`config.mk`:
```
export PLATFORM = sky130hd
export DESIGN_NAME = mandelbrot_pixel_colorizer
export DESIGN_NICKNAME = d
export VERILOG_FILES = /design/src/rtl/mpc_pkg.sv /design/src/rtl/mpc_mul_unit.sv /design/src/rtl/mpc_divider.sv /design/src/rtl/mandelbrot_pixel_colorizer.sv
export VERILOG_INCLUDE_DIRS = /design/src /design/src/rtl
export SDC_FILE = /design/constraint.sdc
export NUM_CORES = 2
export LEC_CHECK = 0
export BUFFER_PORTS_ARGS = -buffer_cell sky130_fd_sc_hd__buf_2
export CORE_ASPECT_RATIO = 1.1
export CORE_MARGIN = 3
export CORE_UTILIZATION = 35
export CTS_BUF_LIST = sky130_fd_sc_hd__clkbuf_4 sky130_fd_sc_hd__clkbuf_8
export DETAILED_ROUTE_END_ITERATION = 6
export GPL_TIMING_DRIVEN = 0
export PLACE_DENSITY = 0.58
export SLEW_MARGIN = 10
export SYNTH_ARGS = -nofsm -noshare
export SYNTH_HDL_FRONTEND = slang
export SYNTH_HIERARCHICAL = 1
export SYNTH_SLANG_ARGS = --single-unit
export TNS_END_PERCENT = 10
```
`constraint.sdc`:
```
create_clock -name clk -period 32.1 [get_ports clk]
set_input_delay 6.42 -clock clk [delete_from_list [all_inputs] [get_ports clk]]
set_output_delay 6.42 -clock clk [all_outputs]
set_load 0.05 [all_outputs]
```
`src/rtl/mandelbrot_pixel_colorizer_macros.svh`:
```
// Assertion helpers for the colorizer RTL, which checks itself.
`ifndef MANDELBROT_PIXEL_COLORIZER_MACROS_SVH
`define MANDELBROT_PIXEL_COLORIZER_MACROS_SVH

// Same-cycle implication, sampled on clk, off while rst_n is low.
`define MPC_ASSERT_NOW(lbl, ante, cons, msg) \
    lbl: assert property (@(posedge clk) disable iff (!rst_n) (ante) |-> (cons)) \
        else $error(msg);

// Next-cycle implication, sampled on clk, off while rst_n is low.
`define MPC_ASSERT_NEXT(lbl, ante, cons, msg) \
    lbl: assert property (@(posedge clk) disable iff (!rst_n) (ante) |=> (cons)) \
        else $error(msg);

`endif

```
`src/rtl/mpc_pkg.sv`:
```
package mpc_pkg;

    localparam int COORD_W   = 32;   // signed Q4.28 coordinate
    localparam int FRAC_W    = 28;
    localparam int PROD_W    = 2 * COORD_W;
    localparam int SQ_W      = PROD_W - FRAC_W;   // product after floor shift
    localparam int WIDE_W    = 49;   // headroom for sums before saturation
    localparam int STEP_W    = 31;
    localparam int DIM_W     = 11;
    localparam int PIX_W     = 10;
    localparam int ITER_W    = 10;
    localparam int COLOR_W   = 8;
    localparam int DVD_W     = ITER_W + 8;        // it * 255
    localparam int DIV_CNT_W = 5;
    localparam int CFG_IDX_W = 3;

    localparam logic [CFG_IDX_W-1:0] REG_CENTER_REAL = 3'd0;
    localparam logic [CFG_IDX_W-1:0] REG_CENTER_IMAG = 3'd1;
    localparam logic [CFG_IDX_W-1:0] REG_PIXEL_STEP  = 3'd2;
    localparam logic [CFG_IDX_W-1:0] REG_WIDTH       = 3'd3;
    localparam logic [CFG_IDX_W-1:0] REG_HEIGHT      = 3'd4;
    localparam logic [CFG_IDX_W-1:0] REG_MAX_ITER    = 3'd5;

    // 4.0 in Q.28 at the width of xx + yy
    localparam logic signed [SQ_W:0] ESCAPE_LIMIT = (SQ_W+1)'(4) <<< FRAC_W;

    typedef struct packed {
        logic signed [COORD_W-1:0] a;
        logic signed [COORD_W-1:0] b;
    } mul_req_t;

    typedef struct packed {
        logic              start;
        logic [DVD_W-1:0]  dividend;
        logic [ITER_W-1:0] divisor;
    } div_req_t;

    typedef struct packed {
        logic              done;
        logic [DVD_W-1:0]  quotient;
    } div_rsp_t;

    function automatic logic signed [COORD_W-1:0] sat_coord(
        input logic signed [WIDE_W-1:0] v
    );
        logic [WIDE_W-COORD_W:0] top;
        top = v[WIDE_W-1:COORD_W-1];
        if ((&top) || !(|top))
            return v[COORD_W-1:0];
        else if (v[WIDE_W-1])
            return {1'b1, {(COORD_W-1){1'b0}}};
        else
            return {1'b0, {(COORD_W-1){1'b1}}};
    endfunction

endpackage

```
`src/rtl/mpc_mul_unit.sv`:
```
module mpc_mul_unit
    import mpc_pkg::*;
(
    input  logic                      clk,
    input  mul_req_t                  req,
    output logic signed [PROD_W-1:0]  prod
);

    logic signed [PROD_W-1:0] prod_reg;

    // one signed 32x32 product per cycle, registered
    always_ff @(posedge clk)
    begin
        prod_reg <= req.a * req.b;
    end

    assign prod = prod_reg;

endmodule

```
`src/rtl/mpc_divider.sv`:
```
module mpc_divider
    import mpc_pkg::*;
(
    input  logic     clk,
    input  logic     rst_n,
    input  div_req_t req,
    output div_rsp_t rsp
);

    logic                 busy_reg;
    logic                 done_reg;
    logic [DIV_CNT_W-1:0] cnt_reg;
    logic [ITER_W-1:0]    rem_reg;
    logic [ITER_W-1:0]    dvs_reg;
    logic [DVD_W-1:0]     quo_reg;

    logic [ITER_W:0] rem_shift;
    logic [ITER_W:0] rem_sub;
    logic            fits;

    // restoring division, one quotient bit per cycle while busy
    always_comb
    begin
        rem_shift = {rem_reg, quo_reg[DVD_W-1]};
        rem_sub   = rem_shift - {1'b0, dvs_reg};
        fits      = rem_shift >= {1'b0, dvs_reg};
    end

    always_ff @(posedge clk or negedge rst_n)
    begin
        if (!rst_n)
        begin
            busy_reg <= 1'b0;
            done_reg <= 1'b0;
            cnt_reg  <= '0;
        end
        else
        begin
            done_reg <= 1'b0;
            if (req.start)
            begin
                busy_reg <= 1'b1;
                cnt_reg  <= DIV_CNT_W'(DVD_W);
            end
            else if (busy_reg)
            begin
                cnt_reg <= cnt_reg - 1'b1;
                if (cnt_reg == DIV_CNT_W'(1))
                begin
                    busy_reg <= 1'b0;
                    done_reg <= 1'b1;
                end
            end
        end
    end

    always_ff @(posedge clk)
    begin
        if (req.start)
        begin
            quo_reg <= req.dividend;
            dvs_reg <= req.divisor;
            rem_reg <= '0;
        end
        else if (busy_reg)
        begin
            rem_reg <= fits ? rem_sub[ITER_W-1:0] : rem_shift[ITER_W-1:0];
            quo_reg <= {quo_reg[DVD_W-2:0], fits};
        end
    end

    assign rsp.done     = done_reg;
    assign rsp.quotient = quo_reg;

endmodule

```
`src/rtl/mandelbrot_pixel_colorizer.sv`:
```
// Each pixel runs through the setup states, then the iteration loop; a point that
// escapes also waits for the serial divide that sets its color.
// A new pixel is taken only back in ST_IDLE; the single shared multiplier
// sets the iteration step (x*x, y*y, x*y, then update).
// Reset: rst_n is asynchronous and active low; the configuration registers return to their default view.
`include "mandelbrot_pixel_colorizer_macros.svh"

module mandelbrot_pixel_colorizer
    import mpc_pkg::*;
(
    input  logic                 clk,
    input  logic                 rst_n,
    // configuration write port
    input  logic                 cfg_we,
    input  logic [CFG_IDX_W-1:0] cfg_index,
    input  logic [COORD_W-1:0]   cfg_data,
    // pixel input
    input  logic                 s_tvalid,
    output logic                 s_tready,
    input  logic [23:0]          s_tdata,   // pixel_x[9:0], pixel_y[19:10], zero pad
    // color output
    output logic                 m_tvalid,
    input  logic                 m_tready,
    output logic [39:0]          m_tdata,   // red[7:0], green[15:8], blue[23:16],
                                            // iteration_count[33:24], zero pad
    output logic                 m_tuser    // inside_set
);

    typedef enum logic [9:0] {
        ST_IDLE = 10'b00_0000_0001,  // wait for a pixel
        ST_CX   = 10'b00_0000_0010,  // multiply x offset by step
        ST_CY   = 10'b00_0000_0100,  // multiply y offset by step, form c_re
        ST_CW   = 10'b00_0000_1000,  // form c_im, clear z
        ST_CHK  = 10'b00_0001_0000,  // test limit, issue x*x
        ST_SQY  = 10'b00_0010_0000,  // issue y*y, take xx
        ST_XY   = 10'b00_0100_0000,  // issue x*y, take yy, escape test
        ST_UPD  = 10'b00_1000_0000,  // take xy, update z
        ST_DIV  = 10'b01_0000_0000,  // wait for it*255/limit
        ST_FIN  = 10'b10_0000_0000   // load output beat
    } state_t;

    state_t state_reg, state_next;

    // configuration registers
    logic signed [COORD_W-1:0] center_real_reg;
    logic signed [COORD_W-1:0] center_imag_reg;
    logic [STEP_W-1:0]         pixel_step_reg;
    logic [DIM_W-1:0]          image_width_reg;
    logic [DIM_W-1:0]          image_height_reg;
    logic [ITER_W-1:0]         max_iter_reg;

    // per-pixel working registers
    logic [PIX_W-1:0]          px_reg;
    logic [PIX_W-1:0]          py_reg;
    logic signed [COORD_W-1:0] cre_reg;
    logic signed [COORD_W-1:0] cim_reg;
    logic signed [COORD_W-1:0] x_reg;
    logic signed [COORD_W-1:0] y_reg;
    logic signed [SQ_W-1:0]    xx_reg;
    logic [ITER_W-1:0]         it_reg;
    logic                      inside_reg;

    // output beat
    logic                      out_valid_reg;
    logic [COLOR_W-1:0]        red_reg;
    logic [COLOR_W-1:0]        green_reg;
    logic [COLOR_W-1:0]        blue_reg;
    logic [ITER_W-1:0]         out_it_reg;
    logic                      out_inside_reg;

    mul_req_t                  mul_req;
    logic signed [PROD_W-1:0]  prod;
    div_req_t                  div_req;
    div_rsp_t                  div_rsp;

    logic signed [DIM_W-1:0]   diff_x;
    logic signed [DIM_W-1:0]   diff_y;
    logic signed [SQ_W-1:0]    sq_now;
    logic signed [SQ_W:0]      mag;
    logic                      escape;
    logic                      out_free;
    logic                      in_beat;
    logic [COLOR_W-1:0]        t_val;

    mpc_mul_unit u_mul (
        .clk  (clk),
        .req  (mul_req),
        .prod (prod)
    );

    mpc_divider u_div (
        .clk   (clk),
        .rst_n (rst_n),
        .req   (div_req),
        .rsp   (div_rsp)
    );

    // pixel offsets from the image center; both fit 11 bits signed
    always_comb
    begin
        diff_x = $signed({1'b0, px_reg}) - $signed({1'b0, image_width_reg[DIM_W-1:1]});
        diff_y = $signed({1'b0, py_reg}) - $signed({1'b0, image_height_reg[DIM_W-1:1]});
    end

    // product after floor shift, and the escape test on xx + yy
    always_comb
    begin
        sq_now = prod[PROD_W-1:FRAC_W];
        mag    = (SQ_W+1)'(xx_reg) + (SQ_W+1)'(sq_now);
        escape = mag > ESCAPE_LIMIT;
    end

    // steer the shared multiplier
    always_comb
    begin
        case (state_reg)
            ST_CX:
            begin
                mul_req.a = COORD_W'(diff_x);
                mul_req.b = $signed({1'b0, pixel_step_reg});
            end
            ST_CY:
            begin
                mul_req.a = COORD_W'(diff_y);
                mul_req.b = $signed({1'b0, pixel_step_reg});
            end
            ST_SQY:
            begin
                mul_req.a = y_reg;
                mul_req.b = y_reg;
            end
            ST_XY:
            begin
                mul_req.a = x_reg;
                mul_req.b = y_reg;
            end
            default:
            begin
                mul_req.a = x_reg;
                mul_req.b = x_reg;
            end
        endcase
    end

    assign s_tready = (state_reg == ST_IDLE);
    assign in_beat  = s_tvalid && s_tready;
    assign out_free = !out_valid_reg || m_tready;

    // start the divide on escape: it * 255 / limit
    always_comb
    begin
        div_req.start    = (state_reg == ST_XY) && escape;
        div_req.dividend = {it_reg, 8'd0} - DVD_W'(it_reg);
        div_req.divisor  = max_iter_reg;
    end

    assign t_val = div_rsp.quotient[COLOR_W-1:0];

    always_comb
    begin
        state_next = state_reg;
        case (state_reg)
            ST_IDLE: if (in_beat) state_next = ST_CX;
            ST_CX:   state_next = ST_CY;
            ST_CY:   state_next = ST_CW;
            ST_CW:   state_next = ST_CHK;
            ST_CHK:  state_next = (it_reg >= max_iter_reg) ? ST_FIN : ST_SQY;
            ST_SQY:  state_next = ST_XY;
            ST_XY:   state_next = escape ? ST_DIV : ST_UPD;
            ST_UPD:  state_next = ST_CHK;
            ST_DIV:  if (div_rsp.done) state_next = ST_FIN;
            ST_FIN:  if (out_free) state_next = ST_IDLE;
            default: state_next = ST_IDLE;
        endcase
    end

    always_ff @(posedge clk or negedge rst_n)
    begin
        if (!rst_n)
        begin
            state_reg <= ST_IDLE;
        end
        else
        begin
            state_reg <= state_next;
        end
    end

    // configuration writes; indexes past the list drop
    always_ff @(posedge clk or negedge rst_n)
    begin
        if (!rst_n)
        begin
            center_real_reg  <= -32'sd161061274;
            center_imag_reg  <= '0;
            pixel_step_reg   <= STEP_W'(2863311);
            image_width_reg  <= DIM_W'(300);
            image_height_reg <= DIM_W'(220);
            max_iter_reg     <= ITER_W'(90);
        end
        else if (cfg_we)
        begin
            case (cfg_index)
                REG_CENTER_REAL: center_real_reg  <= cfg_data;
                REG_CENTER_IMAG: center_imag_reg  <= cfg_data;
                REG_PIXEL_STEP:  pixel_step_reg   <= cfg_data[STEP_W-1:0];
                REG_WIDTH:       image_width_reg  <= cfg_data[DIM_W-1:0];
                REG_HEIGHT:      image_height_reg <= cfg_data[DIM_W-1:0];
                REG_MAX_ITER:    max_iter_reg     <= cfg_data[ITER_W-1:0];
                default:         ;
            endcase
        end
    end

    // datapath: c, then z = z^2 + c with saturation
    always_ff @(posedge clk)
    begin
        case (state_reg)
            ST_IDLE:
            begin
                px_reg <= s_tdata[PIX_W-1:0];
                py_reg <= s_tdata[2*PIX_W-1:PIX_W];
            end
            ST_CY:
            begin
                cre_reg <= sat_coord(WIDE_W'(center_real_reg) + WIDE_W'(prod));
            end
            ST_CW:
            begin
                cim_reg    <= sat_coord(WIDE_W'(center_imag_reg) + WIDE_W'(prod));
                x_reg      <= '0;
                y_reg      <= '0;
                it_reg     <= '0;
                inside_reg <= 1'b0;
            end
            ST_CHK:
            begin
                // limit reached: the point counts as inside
                if (it_reg >= max_iter_reg)
                    inside_reg <= 1'b1;
            end
            ST_SQY:
            begin
                xx_reg <= sq_now;
            end
            ST_XY:
            begin
                // new real part from xx - yy + c_re, saturated; y follows in the update
                x_reg <= sat_coord(WIDE_W'(xx_reg) - WIDE_W'(sq_now) + WIDE_W'(cre_reg));
            end
            ST_UPD:
            begin
                y_reg  <= sat_coord((WIDE_W'(sq_now) <<< 1) + WIDE_W'(cim_reg));
                it_reg <= it_reg + 1'b1;
            end
            default: ;
        endcase
    end

    // output register; a new pixel may enter while this beat waits
    always_ff @(posedge clk or negedge rst_n)
    begin
        if (!rst_n)
        begin
            out_valid_reg <= 1'b0;
        end
        else if ((state_reg == ST_FIN) && out_free)
        begin
            out_valid_reg <= 1'b1;
        end
        else if (m_tready)
        begin
            out_valid_reg <= 1'b0;
        end
    end

    always_ff @(posedge clk)
    begin
        if ((state_reg == ST_FIN) && out_free)
        begin
            out_it_reg     <= it_reg;
            out_inside_reg <= inside_reg;
            if (inside_reg)
            begin
                red_reg   <= '0;
                green_reg <= '0;
                blue_reg  <= '0;
            end
            else
            begin
                red_reg   <= COLOR_W'(t_val * 8'd5);
                green_reg <= COLOR_W'(t_val * 8'd7 + 8'd40);
                blue_reg  <= COLOR_W'(t_val * 8'd11 + 8'd90);
            end
        end
    end

    assign m_tvalid = out_valid_reg;
    assign m_tdata  = {6'd0, out_it_reg, blue_reg, green_reg, red_reg};
    assign m_tuser  = out_inside_reg;

    `MPC_ASSERT_NOW(a_escape_below_limit, state_reg == ST_XY, it_reg < max_iter_reg, "iteration ran at or past the limit")
    `MPC_ASSERT_NEXT(a_div_done_to_fin, (state_reg == ST_DIV) && div_rsp.done, state_reg == ST_FIN, "divide result not taken")
    `MPC_ASSERT_NOW(a_inside_black, m_tvalid && m_tuser, m_tdata[23:0] == 24'd0, "inside point not black")
    `MPC_ASSERT_NEXT(a_accept_starts, in_beat, state_reg == ST_CX, "accepted pixel did not start")

endmodule

```
==> flow_summary.yaml <==
finish:
  largest_register_ffs: 64
  layout_commonest_cell: "inv_1"
  area_growth_pct: 8.68
  final_util_pct: 38.5
  nets: 9180
  drive_above_1_share_pct: 7.24
  mostFrequentLayoutCells: "inv_1 (1,230), fa_1 (1,138), nand2_1 (805)"
setup_path:
  critPathMaxStageDelay_ps: 930
  cp-end-kind: "register"
  worst-setup-path-type: "reg2reg"
  cp_top_family: "adder cells"
  worst-path-max-fanout: 10
  start_kind: "register"
  slowest_stage: "fa_1"
  required_ps: 32660
  cp.arrival_ps: 13190
  crit_buf_inv: 10
  critPathMostFrequentCell: "fa_1"
yosys:
  synthesis.area_um2: 69400
  synthMuxAreaShare_pct: 2.37
  synthArstFlopShare_pct: 30.2
  synthCells: 7303
  ys.warnings.count: 6
  synth_compound_area_share_pct: 11.1
  seq_area_frac_synth_pct: 18.5
  synth_top_flop_cell: "edfxtp_1"
  syn_area_per_cell_um2: 9.50
  synth_cell_type_count: 104
  synth_top_area_share_pct: 32.9
  synthSimpleGateAreaFrac_pct: 14.3
  synth_fa_ha_area_share_pct: 41.3
  synthTopCellsByArea: "fa_1 (33%), edfxtp_1 (11%), ha_1 (8.4%)"
  synth-edff-count: 256
  synth_top_family_by_area: "adder cells"
  synthXorXnorAreaFrac_pct: 3.84
  yosysTopAreaCell: "fa_1"
  synth-seq-cells: 473
drt:
  first_pass_iters: 6
  drt-vias-per-instance: 5.39
  routed-wl-met2_um: 121000
  num_vias: 54900
  wirelength_um: 264000
  drtAntennaViolNets: 0
  maxUsedRoutingLayer: "met5"
  wl_per_cell_um: 25.9
  wl_met1_um: 103000
  drtIter0Drc: 4777
  drc_errors: 0
  met3_length_um: 20200
timing:
  rsz0062_at_grt: "false"
  setup_tns_ps: 0
  hold_violations: 0
  whs_ps: 498
  period_needed_ps: 12640
  fin_worst_skew_ps: 57.9
  max_freq_ghz: 0.0791
  setup-violations-final: 0
  maxSlewHeadroom_pct: 10.6
  period_share_pct: 39.4
  worst_pin_slew_ps: 1340
  drv_slew: 0
global_routing:
  grt_pass1_wl_um: 387000
  overflow: 0
  antenna_found_initial: 20
  grt_max_degree: 96
  grt_pass1_vias: 57400
  grt.total_usage_pct: 25.9
clock_network:
  htreeDepth: 3
  cts_root_buffer: "clkbuf_8"
  ctsResizeCount: 0
  clk_path_buf_depth: 3
  cts_setup_buffers: 0
  cts_tree: "done"
  postCtsHoldBufs: 0
  numCtsBuffers: 86
  clk_latency_ps: 790
  clk_pin_slew_ps: 60
  cts.sink_count: 473
run:
  cap_violations: 0
floorplan:
  rows: 170
  io_pins: 107
  die_area_um2: 204000
  die_x_um: 431
  die_h_um: 473
  coreArea_um2: 196000
  start_util_pct: 35.4
placement:
  port_buffers: 96
  dp.final_hpwl_um: 217000
  gp_congestion: 1.04
hold_path:
  holdCritPathClass: "reg2reg"
outcome:
  outcome: "complete, no violations"
-- Yosys cell counts, types with 139 or more instances --
cell type  instances
ha_1             467
a21o_1           139
o21ai_0          257
nand2_1          807
and2_1           538
inv_1           1231
edfxtp_1         256
a21oi_1          331
fa_1            1139
xnor2_1          174
clkbuf_1         299
nor2_1           267
-- layer usage --
metal  up-vias  global-route usage [%]
met1     28000                    32.3
met2      2340                    41.7
met4         2                    16.0
met3       657                    4.78
li1      23900                       -
met5         -                       0
-- per-stage QoR --
| step | worst slack, ps | cells | cell area [um^2] |
|---|---|---|---|
| after floorplan | 19120 | 7308 | 69400 |
| after global routing | 18880 | 10200 | 75400 |
| final | 19460 | 10200 | 75400 |
| after CTS | 19270 | 10200 | 75400 |
| after global placement | 13580 | 9984 | 73100 |
| after detailed placement | 19360 | 10000 | 73400 |
-- worst min-delay path, stage by stage, from the launching register on --
cell	delay, ps
dfxtp_1	320
nand2_1	60
a311oi_1	70
-- logic make-up after synthesis --
| group | count (synthesis) |
|---|---|
| AO/OA/AOI/OAI | 1180 |
| XOR/XNOR | 304 |
| adder cells (fa/ha/maj) | 1606 |
| buffers and inverters | 1573 |
| flip-flops | 473 |
| multiplexers | 147 |
| other | 1 |
| AND/OR/NAND/NOR | 2019 |
-- final cells by class --
type                            count  area, um^2
Buffer                            342        1390
Clock buffer                      121        1520
Fill cell                       19800      121000
Multi-Input combinational cell   5262       50700
Tap cell                         2580        3230
Inverter                         1231        4620
Sequential cell                   473       12800
Timing Repair Buffer              114         696
Antenna cell                       15        37.5
Clock inverter                     41         430
-- path summary, 6_finish.rpt --
path                                                     from                              end  slack, ps  cells past startpoint
max in group asynchronous                               rst_n   pixel_step_reg[13]$_DFFE_PN1P_      25630                      2
worst max-delay path                 state_reg[7]$_DFFE_PN0P_           u_mul/prod[63]$_DFF_P_      19460                     36
worst min register to register  u_div/rem_reg[3]$_SDFFE_PP0P_    u_div/rem_reg[4]$_SDFFE_PP0P_        500                      2
worst max register to register       state_reg[7]$_DFFE_PN0P_           u_mul/prod[63]$_DFF_P_      19460                     36
worst min-delay path            u_div/rem_reg[3]$_SDFFE_PP0P_    u_div/rem_reg[4]$_SDFFE_PP0P_        500                      2
min in group asynchronous                               rst_n  center_imag_reg[31]$_DFFE_PN0P_       5540                      1
Power is left out: the tool's default activity adds up to more than one toggle a clock period on the data nets, which glitch-free logic cannot reach.
